`src/rtl/core/gds_pkg.sv`:
```
// package: word types and fixed constants of the gaze direction smoother
`default_nettype none
package gds_pkg;

  typedef struct packed {
    logic signed [15:0] dir_x;
    logic signed [15:0] dir_y;
    logic signed [15:0] dir_z;
    logic signed [15:0] origin_x;
    logic signed [15:0] origin_y;
    logic signed [15:0] origin_z;
    logic        [15:0] confidence_in;
    logic               left_blink;
    logic               right_blink;
    logic               device_connected;
  } in_word_t;

  typedef struct packed {
    logic signed [15:0] out_origin_x;
    logic signed [15:0] out_origin_y;
    logic signed [15:0] out_origin_z;
    logic signed [15:0] smooth_x;
    logic signed [15:0] smooth_y;
    logic signed [15:0] smooth_z;
    logic        [15:0] out_confidence;
    logic               gaze_valid;
    logic               left_blinking;
    logic               right_blinking;
    logic               eyes_closed;
    logic               connected;
  } out_word_t;

  localparam int unsigned RAD_W      = 62;
  localparam int unsigned ROOT_W     = 31;
  localparam int unsigned REM_W      = 33;
  localparam int unsigned M_W        = 31;
  localparam int unsigned FRAC_W     = 14;
  localparam int unsigned NUM_W      = 46;
  localparam int unsigned QUO_W      = 15;
  localparam int unsigned SQRT_STEPS = 31;

  localparam logic [QUO_W-1:0] UNIT_LEN = 15'd16384;

  localparam logic REG_WLEN   = 1'b0;
  localparam logic REG_THRESH = 1'b1;

  localparam logic [4:0]  WLEN_RESET   = 5'd5;
  localparam logic [15:0] THRESH_RESET = 16'd32768;

endpackage
`default_nettype wire

```
`src/rtl/core/gds_ram.sv`:
```
// generic single-write, registered-read ram
`default_nettype none
module gds_ram #(
  parameter int unsigned WIDTH = 48,
  parameter int unsigned DEPTH = 16
) (
  input  wire logic                                      clk_i,
  input  wire logic                                      we_i,
  input  wire logic [((DEPTH > 1) ? $clog2(DEPTH) : 1)-1:0] waddr_i,
  input  wire logic [WIDTH-1:0]                          wdata_i,
  input  wire logic [((DEPTH > 1) ? $clog2(DEPTH) : 1)-1:0] raddr_i,
  output logic      [WIDTH-1:0]                          rdata_o
);

  logic [WIDTH-1:0] mem_q [DEPTH];
  logic [WIDTH-1:0] rdata_q;

  always_ff @(posedge clk_i) begin
    if (we_i) begin
      mem_q[waddr_i] <= wdata_i;
    end
    rdata_q <= mem_q[raddr_i];
  end

  assign rdata_o = rdata_q;

endmodule
`default_nettype wire

```
`src/rtl/core/gaze_direction_smoother_core.sv`:
```
// top level: sliding-window gaze direction smoother with bit-serial normalize
// a right-blink word goes straight to the result state and repeats the held outputs;
// other words pass through update, serial squaring of SUM_W = 17 + clog2(WINDOW_MAX)
// bits, up to 30 2-bit normalize shifts, 31 root digits and 15 quotient bits
// one word in flight; the output register lets the next word enter while a result waits
// reset clears window count, sums, held outputs and state; window ram is not cleared
`default_nettype none
module gaze_direction_smoother_core #(
  parameter int unsigned WINDOW_MAX = 16
) (
  input  wire logic              clk_i,
  input  wire logic              rst_ni,
  input  wire logic              in_valid_i,
  output logic                   in_stall_o,
  input  wire gds_pkg::in_word_t in_word_i,
  output logic                   out_valid_o,
  input  wire logic              out_stall_i,
  output gds_pkg::out_word_t     out_word_o,
  input  wire logic              psel,
  input  wire logic              penable,
  input  wire logic              pwrite,
  input  wire logic [2:0]        paddr,
  input  wire logic [31:0]       pwdata,
  output logic      [31:0]       prdata,
  output logic                   pready
);

  localparam int unsigned SLOT_W = (WINDOW_MAX > 1) ? $clog2(WINDOW_MAX) : 1;
  localparam int unsigned CNT_W  = $clog2(WINDOW_MAX + 1);
  localparam int unsigned SW     = CNT_W + 1;
  localparam int unsigned SUM_W  = 17 + $clog2(WINDOW_MAX);
  localparam int unsigned MAG_W  = SUM_W;
  localparam int unsigned SQ_W   = 2 * MAG_W;

  typedef enum logic [3:0] {
    S_IDLE, S_UPD, S_SQI, S_SQ, S_LEN, S_NRM, S_SQRT, S_DIVI, S_DIV, S_FIN
  } state_e;

  state_e state_q;
  logic   out_valid_q;
  gds_pkg::out_word_t out_q;

  logic [4:0]  wlen_q;
  logic [15:0] thresh_q;
  logic [CNT_W-1:0]  count_q;
  logic [SLOT_W-1:0] oldest_q;
  logic signed [SUM_W-1:0] sum_q [3];
  logic signed [15:0] held_origin_q [3];
  logic signed [15:0] held_dir_q [3];
  logic [15:0] held_conf_q;
  logic        held_valid_q;

  gds_pkg::in_word_t in_q;
  logic [SLOT_W-1:0] slot_q;
  logic              full_q;
  logic              zero_q;
  logic [4:0]        step_q;
  logic              sign_q [3];
  logic [MAG_W-1:0]  mag_q [3];
  logic [SQ_W-1:0]   mcand_q [3];
  logic [MAG_W-1:0]  mplier_q [3];
  logic [SQ_W-1:0]   acc_q [3];
  logic [gds_pkg::M_W-1:0]    m_q [3];
  logic [gds_pkg::RAD_W-1:0]  rad_q;
  logic [gds_pkg::REM_W-1:0]  rem_q;
  logic [gds_pkg::ROOT_W-1:0] root_q;
  logic [gds_pkg::NUM_W-1:0]  num_q [3];
  logic [gds_pkg::ROOT_W-1:0] r_q [3];
  logic [gds_pkg::QUO_W-1:0]  quo_q [3];

  logic in_acc, out_free, cfg_wr;
  logic [CNT_W-1:0]  len_eff;
  logic [SW-1:0]     slot_sum;
  logic [SLOT_W-1:0] slot_new, oldest_next;
  logic [47:0]       ram_rdata;
  logic signed [15:0] new_dir [3];
  logic signed [15:0] old_dir [3];
  logic signed [SUM_W-1:0] sum_d [3];
  logic [gds_pkg::RAD_W-1:0]  len2;
  logic [gds_pkg::REM_W+1:0]  rem_sh, trial;
  logic [gds_pkg::NUM_W-1:0]  num_w [3];
  logic [gds_pkg::ROOT_W:0]   r_sh [3];
  logic [gds_pkg::QUO_W-1:0]  q_cap [3];
  logic signed [15:0] fin_dir [3];
  gds_pkg::out_word_t fin_word;

  assign in_stall_o  = (state_q != S_IDLE);
  assign in_acc      = in_valid_i && !in_stall_o;
  assign out_free    = !out_valid_q || !out_stall_i;
  assign out_valid_o = out_valid_q;
  assign out_word_o  = out_q;
  assign pready      = 1'b1;
  assign cfg_wr      = psel && penable && pwrite && pready;

  always_comb begin
    unique case (paddr[2])
      gds_pkg::REG_WLEN:   prdata = {27'd0, wlen_q};
      gds_pkg::REG_THRESH: prdata = {16'd0, thresh_q};
      default:             prdata = '0;
    endcase
  end

  always_comb begin
    if (wlen_q == 5'd0) begin
      len_eff = CNT_W'(1);
    end else if (32'(wlen_q) > WINDOW_MAX) begin
      len_eff = CNT_W'(WINDOW_MAX);
    end else begin
      len_eff = CNT_W'(wlen_q);
    end
    slot_sum = SW'(oldest_q) + SW'(count_q);
    if (slot_sum >= SW'(WINDOW_MAX)) begin
      slot_new = SLOT_W'(slot_sum - SW'(WINDOW_MAX));
    end else begin
      slot_new = SLOT_W'(slot_sum);
    end
    if (32'(oldest_q) + 32'd1 >= WINDOW_MAX) begin
      oldest_next = '0;
    end else begin
      oldest_next = oldest_q + SLOT_W'(1);
    end
  end

  gds_ram #(
    .WIDTH(48),
    .DEPTH(WINDOW_MAX)
  ) u_window (
    .clk_i  (clk_i),
    .we_i   (state_q == S_UPD),
    .waddr_i(slot_q),
    .wdata_i({in_q.dir_x, in_q.dir_y, in_q.dir_z}),
    .raddr_i(oldest_q),
    .rdata_o(ram_rdata)
  );

  always_comb begin
    new_dir[0] = in_q.dir_x;
    new_dir[1] = in_q.dir_y;
    new_dir[2] = in_q.dir_z;
    old_dir[0] = ram_rdata[47:32];
    old_dir[1] = ram_rdata[31:16];
    old_dir[2] = ram_rdata[15:0];
    for (int i = 0; i < 3; i++) begin
      sum_d[i] = sum_q[i] - (full_q ? SUM_W'(old_dir[i]) : SUM_W'(0)) + SUM_W'(new_dir[i]);
    end
    len2   = gds_pkg::RAD_W'(acc_q[0]) + gds_pkg::RAD_W'(acc_q[1])
           + gds_pkg::RAD_W'(acc_q[2]);
    rem_sh = {rem_q, rad_q[gds_pkg::RAD_W-1 -: 2]};
    trial  = (gds_pkg::REM_W+2)'({root_q, 2'b01});
    for (int i = 0; i < 3; i++) begin
      num_w[i] = {m_q[i], gds_pkg::FRAC_W'(0)} + gds_pkg::NUM_W'(root_q >> 1);
      r_sh[i]  = {r_q[i], num_q[i][gds_pkg::QUO_W-1]};
      q_cap[i] = (quo_q[i] > gds_pkg::UNIT_LEN) ? gds_pkg::UNIT_LEN : quo_q[i];
      if (zero_q) begin
        fin_dir[i] = '0;
      end else if (sign_q[i]) begin
        fin_dir[i] = -16'(q_cap[i]);
      end else begin
        fin_dir[i] = 16'(q_cap[i]);
      end
    end
  end

  always_comb begin
    fin_word.left_blinking  = in_q.left_blink;
    fin_word.right_blinking = in_q.right_blink;
    fin_word.eyes_closed    = in_q.right_blink && in_q.left_blink;
    fin_word.connected      = in_q.device_connected;
    if (in_q.right_blink) begin
      fin_word.out_origin_x   = held_origin_q[0];
      fin_word.out_origin_y   = held_origin_q[1];
      fin_word.out_origin_z   = held_origin_q[2];
      fin_word.smooth_x       = held_dir_q[0];
      fin_word.smooth_y       = held_dir_q[1];
      fin_word.smooth_z       = held_dir_q[2];
      fin_word.out_confidence = held_conf_q;
      fin_word.gaze_valid     = held_valid_q;
    end else begin
      fin_word.out_origin_x   = in_q.origin_x;
      fin_word.out_origin_y   = in_q.origin_y;
      fin_word.out_origin_z   = in_q.origin_z;
      fin_word.smooth_x       = fin_dir[0];
      fin_word.smooth_y       = fin_dir[1];
      fin_word.smooth_z       = fin_dir[2];
      fin_word.out_confidence = in_q.confidence_in;
      fin_word.gaze_valid     = (in_q.confidence_in >= thresh_q);
    end
  end

  always_ff @(posedge clk_i or negedge rst_ni) begin
    if (!rst_ni) begin
      state_q      <= S_IDLE;
      out_valid_q  <= 1'b0;
      out_q        <= '0;
      wlen_q       <= gds_pkg::WLEN_RESET;
      thresh_q     <= gds_pkg::THRESH_RESET;
      count_q      <= '0;
      oldest_q     <= '0;
      held_conf_q  <= '0;
      held_valid_q <= 1'b0;
      step_q       <= '0;
      for (int i = 0; i < 3; i++) begin
        sum_q[i]         <= '0;
        held_origin_q[i] <= '0;
        held_dir_q[i]    <= '0;
      end
    end else begin
      if (state_q == S_FIN && out_free) begin
        out_valid_q <= 1'b1;
      end else if (!out_stall_i) begin
        out_valid_q <= 1'b0;
      end
      if (cfg_wr) begin
        unique case (paddr[2])
          gds_pkg::REG_WLEN: begin
            wlen_q   <= pwdata[4:0];
            count_q  <= '0;
            oldest_q <= '0;
            for (int i = 0; i < 3; i++) sum_q[i] <= '0;
          end
          gds_pkg::REG_THRESH: thresh_q <= pwdata[15:0];
          default: ;
        endcase
      end
      unique case (state_q)
        S_IDLE: begin
          if (in_acc) begin
            state_q <= in_word_i.right_blink ? S_FIN : S_UPD;
          end
        end
        S_UPD: begin
          for (int i = 0; i < 3; i++) sum_q[i] <= sum_d[i];
          if (full_q) begin
            oldest_q <= oldest_next;
          end else begin
            count_q <= count_q + CNT_W'(1);
          end
          state_q <= S_SQI;
        end
        S_SQI: begin
          step_q  <= '0;
          state_q <= S_SQ;
        end
        S_SQ: begin
          step_q <= step_q + 5'd1;
          if (step_q == 5'(MAG_W - 1)) state_q <= S_LEN;
        end
        S_LEN: state_q <= (len2 == '0) ? S_FIN : S_NRM;
        S_NRM: begin
          step_q <= '0;
          if (rad_q[gds_pkg::RAD_W-1 -: 2] != 2'b00) state_q <= S_SQRT;
        end
        S_SQRT: begin
          step_q <= step_q + 5'd1;
          if (step_q == 5'(gds_pkg::SQRT_STEPS - 1)) state_q <= S_DIVI;
        end
        S_DIVI: begin
          step_q  <= '0;
          state_q <= S_DIV;
        end
        S_DIV: begin
          step_q <= step_q + 5'd1;
          if (step_q == 5'(gds_pkg::QUO_W - 1)) state_q <= S_FIN;
        end
        S_FIN: begin
          if (out_free) begin
            out_q       <= fin_word;
            state_q     <= S_IDLE;
            if (!in_q.right_blink) begin
              held_origin_q[0] <= fin_word.out_origin_x;
              held_origin_q[1] <= fin_word.out_origin_y;
              held_origin_q[2] <= fin_word.out_origin_z;
              held_dir_q[0]    <= fin_word.smooth_x;
              held_dir_q[1]    <= fin_word.smooth_y;
              held_dir_q[2]    <= fin_word.smooth_z;
              held_conf_q      <= fin_word.out_confidence;
              held_valid_q     <= fin_word.gaze_valid;
            end
          end
        end
        default: state_q <= S_IDLE;
      endcase
    end
  end

  always_ff @(posedge clk_i) begin
    if (in_acc) begin
      in_q   <= in_word_i;
      slot_q <= (count_q >= len_eff) ? oldest_q : slot_new;
      full_q <= (count_q >= len_eff);
    end
    unique case (state_q)
      S_SQI: begin
        for (int i = 0; i < 3; i++) begin
          sign_q[i]   <= sum_q[i][SUM_W-1];
          mag_q[i]    <= sum_q[i][SUM_W-1] ? MAG_W'(-sum_q[i]) : MAG_W'(sum_q[i]);
          mcand_q[i]  <= SQ_W'(sum_q[i][SUM_W-1] ? MAG_W'(-sum_q[i]) : MAG_W'(sum_q[i]));
          mplier_q[i] <= sum_q[i][SUM_W-1] ? MAG_W'(-sum_q[i]) : MAG_W'(sum_q[i]);
          acc_q[i]    <= '0;
        end
      end
      S_SQ: begin
        for (int i = 0; i < 3; i++) begin
          if (mplier_q[i][0]) acc_q[i] <= acc_q[i] + mcand_q[i];
          mcand_q[i]  <= mcand_q[i] << 1;
          mplier_q[i] <= mplier_q[i] >> 1;
        end
      end
      S_LEN: begin
        rad_q  <= len2;
        zero_q <= (len2 == '0);
        rem_q  <= '0;
        root_q <= '0;
        for (int i = 0; i < 3; i++) m_q[i] <= gds_pkg::M_W'(mag_q[i]);
      end
      S_NRM: begin
        if (rad_q[gds_pkg::RAD_W-1 -: 2] == 2'b00) begin
          rad_q <= rad_q << 2;
          for (int i = 0; i < 3; i++) m_q[i] <= m_q[i] << 1;
        end
      end
      S_SQRT: begin
        rad_q <= rad_q << 2;
        if (rem_sh >= trial) begin
          rem_q  <= gds_pkg::REM_W'(rem_sh - trial);
          root_q <= {root_q[gds_pkg::ROOT_W-2:0], 1'b1};
        end else begin
          rem_q  <= gds_pkg::REM_W'(rem_sh);
          root_q <= {root_q[gds_pkg::ROOT_W-2:0], 1'b0};
        end
      end
      S_DIVI: begin
        for (int i = 0; i < 3; i++) begin
          num_q[i] <= num_w[i];
          r_q[i]   <= num_w[i][gds_pkg::NUM_W-1 -: gds_pkg::ROOT_W];
          quo_q[i] <= '0;
        end
      end
      S_DIV: begin
        for (int i = 0; i < 3; i++) begin
          num_q[i] <= num_q[i] << 1;
          if (r_sh[i] >= {1'b0, root_q}) begin
            r_q[i]   <= gds_pkg::ROOT_W'(r_sh[i] - {1'b0, root_q});
            quo_q[i] <= {quo_q[i][gds_pkg::QUO_W-2:0], 1'b1};
          end else begin
            r_q[i]   <= gds_pkg::ROOT_W'(r_sh[i]);
            quo_q[i] <= {quo_q[i][gds_pkg::QUO_W-2:0], 1'b0};
          end
        end
      end
      default: ;
    endcase
  end

  a_count_bound: assert property (@(posedge clk_i) disable iff (!rst_ni)
    count_q <= len_eff)
    else $error("window count above effective length");

  a_blink_fast: assert property (@(posedge clk_i) disable iff (!rst_ni)
    in_acc && in_word_i.right_blink |=> state_q == S_FIN)
    else $error("blink word did not go straight to result");

  a_root_norm: assert property (@(posedge clk_i) disable iff (!rst_ni)
    state_q == S_DIVI |-> root_q[gds_pkg::ROOT_W-1])
    else $error("root not normalized before divide");

endmodule
`default_nettype wire
```
`config.mk`:
```
export PLATFORM = sky130hd
export DESIGN_NAME = gaze_direction_smoother_core
export DESIGN_NICKNAME = d
export VERILOG_FILES = /design/src/rtl/core/gds_pkg.sv /design/src/rtl/core/gds_ram.sv /design/src/rtl/core/gaze_direction_smoother_core.sv
export SDC_FILE = /design/constraint.sdc
export NUM_CORES = 2
export LEC_CHECK = 0
export ABC_AREA = 1
export ABC_CLOCK_PERIOD_IN_PS = 23200
export BUFFER_PORTS_ARGS = -buffer_cell sky130_fd_sc_hd__buf_4
export CAP_MARGIN = 20
export CORE_MARGIN = 2
export CORE_UTILIZATION = 55
export CTS_CLUSTER_DIAMETER = 100
export DETAILED_ROUTE_END_ITERATION = 16
export HOLD_SLACK_MARGIN = 0.12
export PLACE_DENSITY = 0.72
export SYNTH_ARGS = -nofsm -noshare
export SYNTH_HDL_FRONTEND = slang
export SYNTH_SLANG_ARGS = --single-unit
```
`constraint.sdc`:
```
create_clock -name clk_i -period 23.2 [get_ports clk_i]
set_input_delay 3.48 -clock clk_i [delete_from_list [all_inputs] [get_ports clk_i]]
set_output_delay 3.48 -clock clk_i [all_outputs]
set_load 0.01 [all_outputs]
```
# Word-level counts from Yosys, hierarchy flattened
# Memory sizes are Yosys's and may differ from the RTL's. A register that Yosys moved wholly into a read port is not among the register bits.
# Cells that the tools add are included.
# op_classes
n_mux,123
n_lt_le_gt_ge,12
mul,0
div,0
shifts,0
eq_ne,21
n_reduce_logical,28
n_addsub,30
n_bitwise,29
# op_table
operator,n
$mux 42,9
$mux 31,9
$mux 21,9
$mux 63,3
$pmux 62 s3,1
$add 45x30->46,3
$mux 46,3
$mux 15,9
$add 42x42->42,3
$mux 113,1
$ge 32x31->1,3
$mux 16,6
$sub 31x31->31,3
$pmux 33 s2,1
$pmux 32 s2,1
$add 21x16->21,3
$neg 21->21,3
$sub 21x21->21,3
$logic_not 62->1,1
$mux 62,1
$pmux 31 s2,1
$mux 4,15
$neg 15->16,3
$gt 15x15->1 const B,3
42 further kinds,146
# totals
mem_bits_rw,1518
n_memories,10
output_inout_bits,152
register_bits,580
romBits,0
latchBits,0
# memory_table
name,depth,word_bits,rd,rd_clocked_by_memory_dff,wr,line_no,text
u_window.mem_q,16,48,1,1,1,gds_ram.sv:15,logic [WIDTH-1:0] mem_q [DEPTH];
num_q,3,46,3,0,3,gaze_direction_smoother_core.sv:67,logic [gds_pkg::NUM_W-1:0] num_q [3];
acc_q,3,42,3,0,3,gaze_direction_smoother_core.sv:62,logic [SQ_W-1:0] acc_q [3];
mcand_q,3,42,3,0,3,gaze_direction_smoother_core.sv:60,logic [SQ_W-1:0] mcand_q [3];
m_q,3,31,3,0,3,gaze_direction_smoother_core.sv:63,logic [gds_pkg::M_W-1:0] m_q [3];
r_q,3,31,3,0,3,gaze_direction_smoother_core.sv:68,logic [gds_pkg::ROOT_W-1:0] r_q [3];
+4 memories,-,-,-,-,-,-,

# Logic depth before layout (Yosys ltp)
# An unclocked memory read counts as a cell.
# depth
depth_word,7
ltp_mapped,24
ltp_nobuf,24

# Hierarchy
# From an unflattened synthesis, not the netlist that was laid out.
# hier_totals
cells_unflattened,12179
area_unflattened_um2,110100.6
# modules_own_cells
mod,seq_area_each_um2,cells_per_inst,n_inst,area_each_um2
gaze_direction_smoother_core,34632.0,9014,1,76111.7
gds_ram,24023.0,3165,1,33988.8

# Worst setup path after synthesis
# No wires, ideal clock.
# synth_timing
path_kind,flip-flop to flip-flop
start,register state_q[3]
end,memory mag_q[0][0] in the netlist's numbering (enable)
setup_time_ns,0.491
stages_incl_launch_ff,6
t_required_ns,22.709
arrival_ns,12.790
setup_slack_ns,9.919
cell_sequence,dfrtp_1 nor2_1 inv_1 nor2_1 inv_1 nor2_1
# synth_rtl
element,line_no,text
start: declaration,gaze_direction_smoother_core.sv:39,state_e state_q;
start signal: assignment,gaze_direction_smoother_core.sv:228,state_q <= in_word_i.right_blink ? S_FIN : S_UPD;
start signal: assignment,gaze_direction_smoother_core.sv:248,S_LEN: state_q <= (len2 == '0) ? S_FIN : S_NRM;
end: declaration,gaze_direction_smoother_core.sv:59,logic [MAG_W-1:0] mag_q [3];

# Worst setup path in the final report
# layout_timing
start,input port paddr[2]
end,output port prdata[0]
# layout_between
elab_chain_len,2
# layout_lines
element,line_no,text
start: declaration,gaze_direction_smoother_core.sv:22,"input wire logic [2:0] paddr,"
$not 1->1 (no line),-,
$pmux 32 s2 (*),gaze_direction_smoother_core.sv:96,unique case (paddr[2])
end: declaration,gaze_direction_smoother_core.sv:24,"output logic [31:0] prdata,"
# Every way passes the cells marked *; elsewhere a longest branch is shown, timed or not. The select of a mux whose other input is x is not followed.

==> flow_summary_export.csv <==
group,metric,value,unit
floorplanning,die_w,445,um
logic_synthesis,seq_area_frac_synth,54.9,%
worst_setup_path,timing.critical_path.slowest_cell_delay,320,ps
logic_synthesis,syn_area,0.107,mm2
worst_setup_path,setup.worst_path.start_class,"primary input",
routing,detailedRoute.firstIterationViolations,8448,
pwr,static_power_due_to_leakage,49.2,nW
min_path,worst_hold_path_type,"flip-flop to flip-flop",
floorplanning,fp.dieArea,0.198,mm2
finish,area_growth,11.3,%
logic_synthesis,synth_flop_cell,"sky130_fd_sc_hd__edfxtp_1",
worst_setup_path,critical_path.n_buffers_inverters,2,
timing,final_min_period_over_clock_period,33.1,%
clocking,cts_sinks,2025,
logic_synthesis,post-synth-top-count-cell,"sky130_fd_sc_hd__nand2_1",
timing,final-max-slew-violation-count,96,
clocking,clock_path_buffers,3,
pwr,irDropWorstVdd,0.107,mV
floorplanning,core-area,0.193,mm2
logic_synthesis,synth-warning-count,0,
worst_setup_path,worst-endpoint-arrival,4190,ps
logic_synthesis,ys_types,67,
worst_setup_path,crit_path_end_kind,"primary output",
run,drv_cap,0,
timing,rsz_0062_raised_after_global_routing,"false",
logic_synthesis,synth_seq_cells,2025,
routing,wire_per_inst,21.0,um
finish,total_area_of_multi_input_combinational_cells,0.0421,mm2
routing,via_count,83543,
placement,post-place-cells,13825,
routing,drt_drc_violations_left,0,
logic_synthesis,synth_top_area_share,46.2,%
clocking,postCtsSetupRepairBufs,0,
clocking,cts.hold.buffers_added,0,
global_routing,grt_pass1_wl,458000,um
floorplanning,core.rowCount,161,
global_routing,grtUsageTotal,29.7,%
global_routing,first_global_vias,80138,
timing,max_slew.worst_pin.slew,1670,ps
finish,fill_cells,15692,
finish,num-nets-final,12219,
clocking,clk_root_buffer_cell,"sky130_fd_sc_hd__clkbuf_16",
worst_setup_path,cp_top_family,"buffers and inverters",
global_routing,largest_net_degree_at_the_start_of_global_routing,195,
timing,fin_skew,67.7,ps
worst_setup_path,worstSetupPathType,"primary input to primary output",
logic_synthesis,synth-async-reset-ratio,16.4,%
clocking,htree_levels,4,
outcome,violations,"max-slew violations",
logic_synthesis,post-synth-top-area-cell,"sky130_fd_sc_hd__edfxtp_1",
global_routing,antenna_found_initial,10,
floorplanning,initial_cell_density_of_the_core,55.4,%
routing,ant_nets,0,
worst_setup_path,worst_ep_required_time,19720,ps
logic_synthesis,synth_commonest_cells,"2147 x sky130_fd_sc_hd__nand2_1, 1643 x sky130_fd_sc_hd__edfxtp_1, 1359 x sky130_fd_sc_hd__nor2_1",
placement,dp_hpwl,203000,um
timing,final-hold-violation-count,0,
worst_setup_path,timing.critical_path.mode_cell,"sky130_fd_sc_hd__buf_4",
finish,final_cell_count_no_fill,14232,
worst_setup_path,critPathSlowestCell,"sky130_fd_sc_hd__o21ai_0",
timing,finalSetupTns,0,ps
finish,drive_above_1_share,7.44,%
logic_synthesis,synth_top_cells_by_area,"sky130_fd_sc_hd__edfxtp_1 46%, sky130_fd_sc_hd__dfrtp_1 7.7%, sky130_fd_sc_hd__nand2_1 7.5%",
timing,fmaxAchievable,130,MHz
pwr,pwr_density_cell,67.2,mW/mm2
global_routing,global_route.overflow_total,0,
logic_synthesis,postSynthCellCount,11329,
logic_synthesis,syn-mean-instance-area,9.43,um2
worst_setup_path,crit_fanout,23,
routing,detail_route.wirelength,299000,um
placement,port-buffer-count,273,
floorplanning,die_y,445,um
timing,worst_slew_margin_rel,-11.1,%
worst_setup_path,worstPathCellList,"buf_4 > o21ai_0 > buf_4",
logic_synthesis,count_of_flip_flops_with_a_built_in_enable_after_synthesis,1643,
routing,detail_route.first_pass.iterations,9,
clocking,numCtsBuffers,209,
floorplanning,top_level_ports,309,
finish,seq_area,0.0587,mm2
timing,finalCriticalPeriod,7670,ps
clocking,cts.clk_slew.worst_paths,60,ps
clocking,cts_resized,0,
clocking,tritoncts,"yes",
clocking,clock_latency,900,ps
timing,total_setup_violations_reported_at_the_end_of_the_flow,0,
placement,gp_congestion,0.950,
outcome,run_status,"finished with violations",
routing,post_drt_via_cell_ratio,5.87,
## power breakdown
| part | switching (W) | total [W] | internal, W |
|---|---|---|---|
| Combinational | 0.000301 | 0.000462 | 0.000161 |
| Sequential | 0.0000244 | 0.00395 | 0.00392 |
| Clock | 0.00149 | 0.00358 | 0.00209 |
| Total | 0.00181 | 0.00799 | 0.00618 |
## cell type report
cell class	count	share of cell area [%]
clock buffers	275	4.91
repair buffers	355	2.32
multi-input cells	7667	35.4
clock inverters	123	1.36
inverters	1255	3.98
flip-flops and latches	2025	49.3
diodes	6	0.0126
well taps	2526	2.66
## cells in the final DEF (no fill, tap or decap), types with 113 or more instances in the layout
| cell type | n |
|---|---|
| sky130_fd_sc_hd__nand3_1 | 328 |
| sky130_fd_sc_hd__inv_1 | 1234 |
| sky130_fd_sc_hd__o22ai_1 | 331 |
| sky130_fd_sc_hd__edfxtp_1 | 1643 |
| sky130_fd_sc_hd__dfrtp_1 | 326 |
| sky130_fd_sc_hd__clkbuf_16 | 213 |
| sky130_fd_sc_hd__buf_4 | 347 |
| sky130_fd_sc_hd__nor2_1 | 1335 |
| sky130_fd_sc_hd__o21ai_0 | 1156 |
| sky130_fd_sc_hd__ha_1 | 436 |
| sky130_fd_sc_hd__nand2_1 | 2144 |
| sky130_fd_sc_hd__a21oi_1 | 792 |
| sky130_fd_sc_hd__fa_1 | 113 |
| sky130_fd_sc_hd__xor2_1 | 164 |
## through the flow
stage / power [W] / hold slack, ps / cell area [um2] / setup WS (ps) / util [%]
global placement: 0.00447 / 428 / 111000 / 15600 / 57.8
CTS: 0.00803 / 445 / 119000 / 15560 / 61.6
global route: 0.00823 / 463 / 119000 / 15540 / 61.7
detailed placement: 0.00448 / 426 / 111000 / 15560 / 57.8
floorplan: 0.00433 / 418 / 107000 / 9920 / -
finish: 0.00799 / 439 / 119000 / 15530 / 61.7
## path summary, 6_finish.rpt
kind	from	to	slack, ps	cells after the start
setup / recovery	paddr[2]	prdata[0]	15530	3
hold / removal	fin_word[0]	out_word_o[0]	440	2
setup reg to reg	root_q[23]	r_q[2][28]	18800	12
hold reg to reg	fin_word[0]	out_word_o[0]	440	2
max in group asynchronous	rst_ni	out_word_o[83]	18420	3
min in group asynchronous	rst_ni	sum_q[54]	2610	1
## per-layer routing
metal  up-vias  routed length (um)  track usage, %  part of all wire (%)
met3       566               23000            3.69                   7.7
met1     40204              126000            41.7                    42
met2      3395              139000            47.9                    47
met5         -                   0               0                     0
li1      39378                   -               -                     -
met4         0               10800            10.5                   3.6
## cells by family after synthesis
logic type / Yosys count / synth area share [%]
adder cells (fa/ha/maj): 549 / 7.22
AO/OA/AOI/OAI: 2705 / 14.0
XOR/XNOR: 227 / 1.86
multiplexers: 48 / 0.506
flip-flops: 2025 / 54.9
buffers and inverters: 1652 / 5.96
AND/OR/NAND/NOR: 4121 / 15.5
other: 2 / 0.00703
## registers in the layout (all words and copies together), names as in the netlist, 48 cells and up
register,cells
acc_q,126
held_dir_q,48
held_origin_q,48
in_q,112
m_q,93
mag_q,63
mcand_q,126
mplier_q,63
out_word_o,117
r_q,93
rad_q,62
sum_q,63
u_window.mem_q,768
u_window.rdata_o,48
## worst reg2reg max path, stage by stage (launching register included)
cell                       delay [ps]
sky130_fd_sc_hd__edfxtp_1         540
sky130_fd_sc_hd__inv_1            610
sky130_fd_sc_hd__ha_1             420
sky130_fd_sc_hd__nand2_1          150
sky130_fd_sc_hd__inv_1             50
sky130_fd_sc_hd__a21oi_1          220
sky130_fd_sc_hd__o21ai_0          200
sky130_fd_sc_hd__a221o_1          350
sky130_fd_sc_hd__a21oi_2          140
sky130_fd_sc_hd__nand3_2          610
sky130_fd_sc_hd__inv_2            720
sky130_fd_sc_hd__nand2_1          140
sky130_fd_sc_hd__nand2_1          110
Power figures use the tool's default switching activity.
